`src/gods_pkg.sv`:
```
package gods_pkg;

  // Field and state widths.
  localparam int SAMPLE_W = 16;
  localparam int RATE_W   = 23;
  localparam int FS_W     = 2;
  localparam int PHASE_W  = 2;
  localparam int SUM_W    = 24;
  localparam int OFF_W    = 25;
  localparam int THR_W    = 17;
  localparam int COUNT_W  = 9;

  // Fraction bits of the Q8 offset and delta.
  localparam int FRAC_W   = 8;

  // Datapath widths: delta = sample * 256 - offset, and its magnitude.
  localparam int DELTA_W  = 26;
  localparam int MAG_W    = 25;
  localparam int MULT_W   = 6;

  // Offset division: dividend is |sum| * 256, quotient fits the offset magnitude,
  // and the reciprocal of the sample count needs one bit above the dividend width.
  localparam int DIV_W    = SUM_W + FRAC_W;
  localparam int QUO_W    = 24;
  localparam int RECIP_W  = DIV_W + 1;

  // Full-scale codes.
  localparam logic [FS_W-1:0] FS_250  = 2'd0;
  localparam logic [FS_W-1:0] FS_500  = 2'd1;
  localparam logic [FS_W-1:0] FS_2000 = 2'd2;

  typedef enum logic [PHASE_W-1:0] {
    PH_OFFSET = 2'd0,
    PH_THRESH = 2'd1,
    PH_RUN    = 2'd2
  } phase_t;

  // Per-axis result of the combinational datapath.
  typedef struct packed {
    logic [THR_W-1:0]         dev;
    logic signed [RATE_W-1:0] rate;
  } axis_res_t;

  // Rate multiplier for a full-scale code; the unused code acts as 250 dps.
  function automatic logic [MULT_W-1:0] fs_mult(input logic [FS_W-1:0] fs);
    logic [MULT_W-1:0] m;
    case (fs)
      FS_500:  m = 6'd14;
      FS_2000: m = 6'd56;
      default: m = 6'd7;
    endcase
    return m;
  endfunction

endpackage

```
`src/gods_axis.sv`:
```
module gods_axis (
  input  logic signed [gods_pkg::SAMPLE_W-1:0] sample,
  input  logic signed [gods_pkg::OFF_W-1:0]    off_q8,
  input  logic [gods_pkg::THR_W-1:0]           thr,
  input  logic [gods_pkg::MULT_W-1:0]          mult,
  output gods_pkg::axis_res_t                  res
);

  localparam int DW = gods_pkg::DELTA_W;
  localparam int MW = gods_pkg::MAG_W;
  localparam int FW = gods_pkg::FRAC_W;
  localparam int PW = gods_pkg::DELTA_W + gods_pkg::MULT_W + 1;
  localparam int RW = gods_pkg::RATE_W;

  logic signed [DW-1:0]                delta;
  logic [MW-1:0]                       mag;
  logic                                in_band;
  logic signed [gods_pkg::MULT_W:0]    mult_s;
  logic signed [PW-1:0]                prod;
  logic signed [PW-1:0]                prod_adj;

  // Delta in Q8 and its magnitude.
  always_comb begin
    delta = ((DW)'(sample) <<< FW) - (DW)'(off_q8);
    mag   = delta[DW-1] ? (MW)'(-delta) : (MW)'(delta);
  end

  // Deadband test against the threshold scaled to Q8.
  assign in_band = mag < {thr, {FW{1'b0}}};

  // Scale and drop the fraction, rounding toward zero.
  always_comb begin
    mult_s   = $signed({1'b0, mult});
    prod     = (PW)'(delta) * (PW)'(mult_s);
    prod_adj = prod + (prod[PW-1] ? (PW)'((1 << FW) - 1) : '0);
  end

  assign res.dev  = mag[MW-1:FW];
  assign res.rate = in_band ? '0 : (RW)'(prod_adj >>> FW);

endmodule

```
`config.mk`:
```
export PLATFORM = sky130hd
export DESIGN_NAME = gods_axis
export DESIGN_NICKNAME = d
export VERILOG_FILES = /design/src/gods_pkg.sv /design/src/gods_axis.sv
export SDC_FILE = /design/constraint.sdc
export NUM_CORES = 1
export LEC_CHECK = 0
export BUFFER_PORTS_ARGS = -buffer_cell sky130_fd_sc_hd__buf_4
export CORE_AREA = 8 8 163 165
export DETAILED_ROUTE_END_ITERATION = 10
export DIE_AREA = 0 0 171 173
export GPL_ROUTABILITY_DRIVEN = 1
export SETUP_SLACK_MARGIN = 0.05
export SYNTH_ARGS = -nofsm -noshare
export SYNTH_HDL_FRONTEND = slang
export SYNTH_SLANG_ARGS = --single-unit
export TNS_END_PERCENT = 100
```
`constraint.sdc`:
```
create_clock -name vclk -period 24.8
set_input_delay 6.2 -clock vclk [all_inputs]
set_output_delay 6.2 -clock vclk [all_outputs]
set_load 0.005 [all_outputs]
```
==> key figures <==
Placement
  – Placer Congestion: 0.869
  – Post-place setup slack: 4.74 ns
  – DP Wirelength: 17600 um
  – Port bufs: 104

Timing
  – Setup_tns: 0 ns
  – RSZ-0062 raised after global routing: false
  – Min Clock Period, post-route: 20.13 ns
  – Final Slew Violations: 0
  – Fin crit share: 0.812
  – Slew @ Worst Pin: 1.25 ns
  – Worst setup margin: 4.67 ns
  – Fmax: 49.7 MHz
  – Hold Violations, Final: 0
  – Max-slew headroom at the worst pin: 0.159
  – Final setup viols: 0
  – Hold WS: 13.15 ns

Floorplan
  – Ports: 104
  – Std-Cell Rows: 57
  – Initial Util: 0.344
  – DIE AREA: 0.0296 mm^2
  – Die width: 171 um
  – Die Span Y: 173 um
  – Core footprint: 0.0240 mm^2

Synthesis
  – Seq/Total Area, Yosys: 0
  – Cell area after synthesis: 0.00825 mm^2
  – Yosys cell types: 81
  – Biggest area consumer among synthesized cells: fa_1
  – Largest cells by area after synthesis: fa_1 (26%), ha_1 (15%), and2_1 (8.5%), inv_1 (8.1%), xnor2_1 (5.3%)
  – Post-Syn Instances: 1046
  – Syn Nets: 1317
  – Yosys top cell area share: 0.260
  – Top-count cell post-synth: inv_1
  – YS warnings: 0
  – Mean Syn Cell Area: 7.88 um^2
  – Commonest cells post-synth: inv_1 (177), and2_1 (112), fa_1 (107), ha_1 (100), nand2_1 (71)

Run status
  – Outcome: complete, no violations

Finish
  – Area delta synth->final: 13.2%
  – Seq cells: 0
  – Layout cells sized above 1: 0.124
  – Final nets: 1395
  – CLK BUF: 0
  – FF+latch area: 0 um^2
  – Fill cells: 2541
  – Diode count: 0

Detailed routing
  – Starting DRC count in detailed routing: 318
  – DRC: 0
  – Wirelength per Cell: 14.3 um
  – Final antenna-violating net count: 0
  – 1st-pass router iterations: 5
  – Final wirelength: 20600 um
  – DR vias: 7222
  – Via/cell ratio: 4.99

CTS
  – Post-CTS sizing: 0
  – Post CTS Setup Buffer Count: 0
  – Hold bufs inserted after CTS: 0

Setup path
  – Required time of the worst setup path: 18.60 ns
  – CP max stage delay: 0.63 ns
  – Worst EP arrival: 13.93 ns
  – WS Path Type: input port to primary output
  – CP endpoint kind: primary output
  – CP max FO: 10
  – Slowest CP cell: xor2_1
  – Most common cell on crit path: fa_1
  – Worst setup SP type: input port

GRT
  – Congestion Overflow GR: 0
  – Largest net degree at the start of global routing: 28
  – Vias in the first global route: 7680
  – Antenna violations before repair: 0
  – GRT Overall Usage: 0.144
  – Global-route wire length before repair: 36600 um

Worst hold path
  – Hold/Removal Path Class: input port to primary output
  – Hold depth: 6

Run
  – Max-cap check violation count: 0
-- final cells by class --
cell class / count / area, um^2 / share of cell area
multi-input combinational: 839 / 7470 / 0.800
inverter: 177 / 664 / 0.0712
timing repair buffer: 106 / 796 / 0.0853
tap: 324 / 405 / 0.0434
-- worst max-delay path, delay by kind of cell --
family | cells | cell delay (ns)
muxes | 1 | 0.31
xor gates and xnor gates | 2 | 0.87
AOI/OAI and AO/OA | 5 | 1.28
and+or+nand+nor | 9 | 2.21
buffers and inverters | 4 | 0.35
adders and majority gates | 6 | 2.70
-- final timing paths --
kind	from	to	slack, ns
worst max-delay path	sample[0]	res[22]	4.67
worst min-delay path	off_q8[7]	res[23]	13.15
-- layer usage --
layer	global-route usage	vias up	part of all wire	wire [um]
li1	-	3589	-	-
met1	0.183	3522	0.44	9070
met2	0.273	103	0.53	10900
met3	0.00547	8	0.024	494
met4	0.00797	0	0.0051	106
met5	0	-	0	0
-- cells by family (layout without fill, tap and decap cells) --
kind of cell	Yosys count	after routing	share of synthesized area
and+or+nand+nor	367	367	0.248
buffers and inverters	207	283	0.0945
xor gates and xnor gates	83	83	0.0909
AOI/OAI and AO/OA	177	177	0.149
adders and majority gates	207	207	0.412
muxes	5	5	0.00668
-- metrics by stage --
stage / utilization / cells / cell area [um^2]
2_1_floorplan: - / 1046 / 8250
3_3_place_gp: 0.389 / 1446 / 9330
3_5_place_dp: 0.389 / 1446 / 9330
4_1_cts: 0.389 / 1446 / 9330
5_1_grt: 0.389 / 1446 / 9330
6_report: 0.389 / 1446 / 9330
-- placed cells by master (no fill, tap or decap), drive strengths merged, types with 11 or more instances in the layout --
cell type / Yosys / final
inv: 177 / 177
and2: 112 / 112
fa: 107 / 107
buf: 2 / 106
ha: 100 / 100
nand2: 71 / 71
nor2: 59 / 59
a21oi: 53 / 53
xnor2: 52 / 52
o21ai: 38 / 38
xor2: 31 / 31
nor2b: 21 / 21
a21o: 18 / 18
nor3: 18 / 18
nand3: 17 / 17
and3: 12 / 12
nand4: 11 / 11
Power is left out: the tool's default activity adds up to more than one toggle a clock period on the data nets, which glitch-free logic cannot reach.
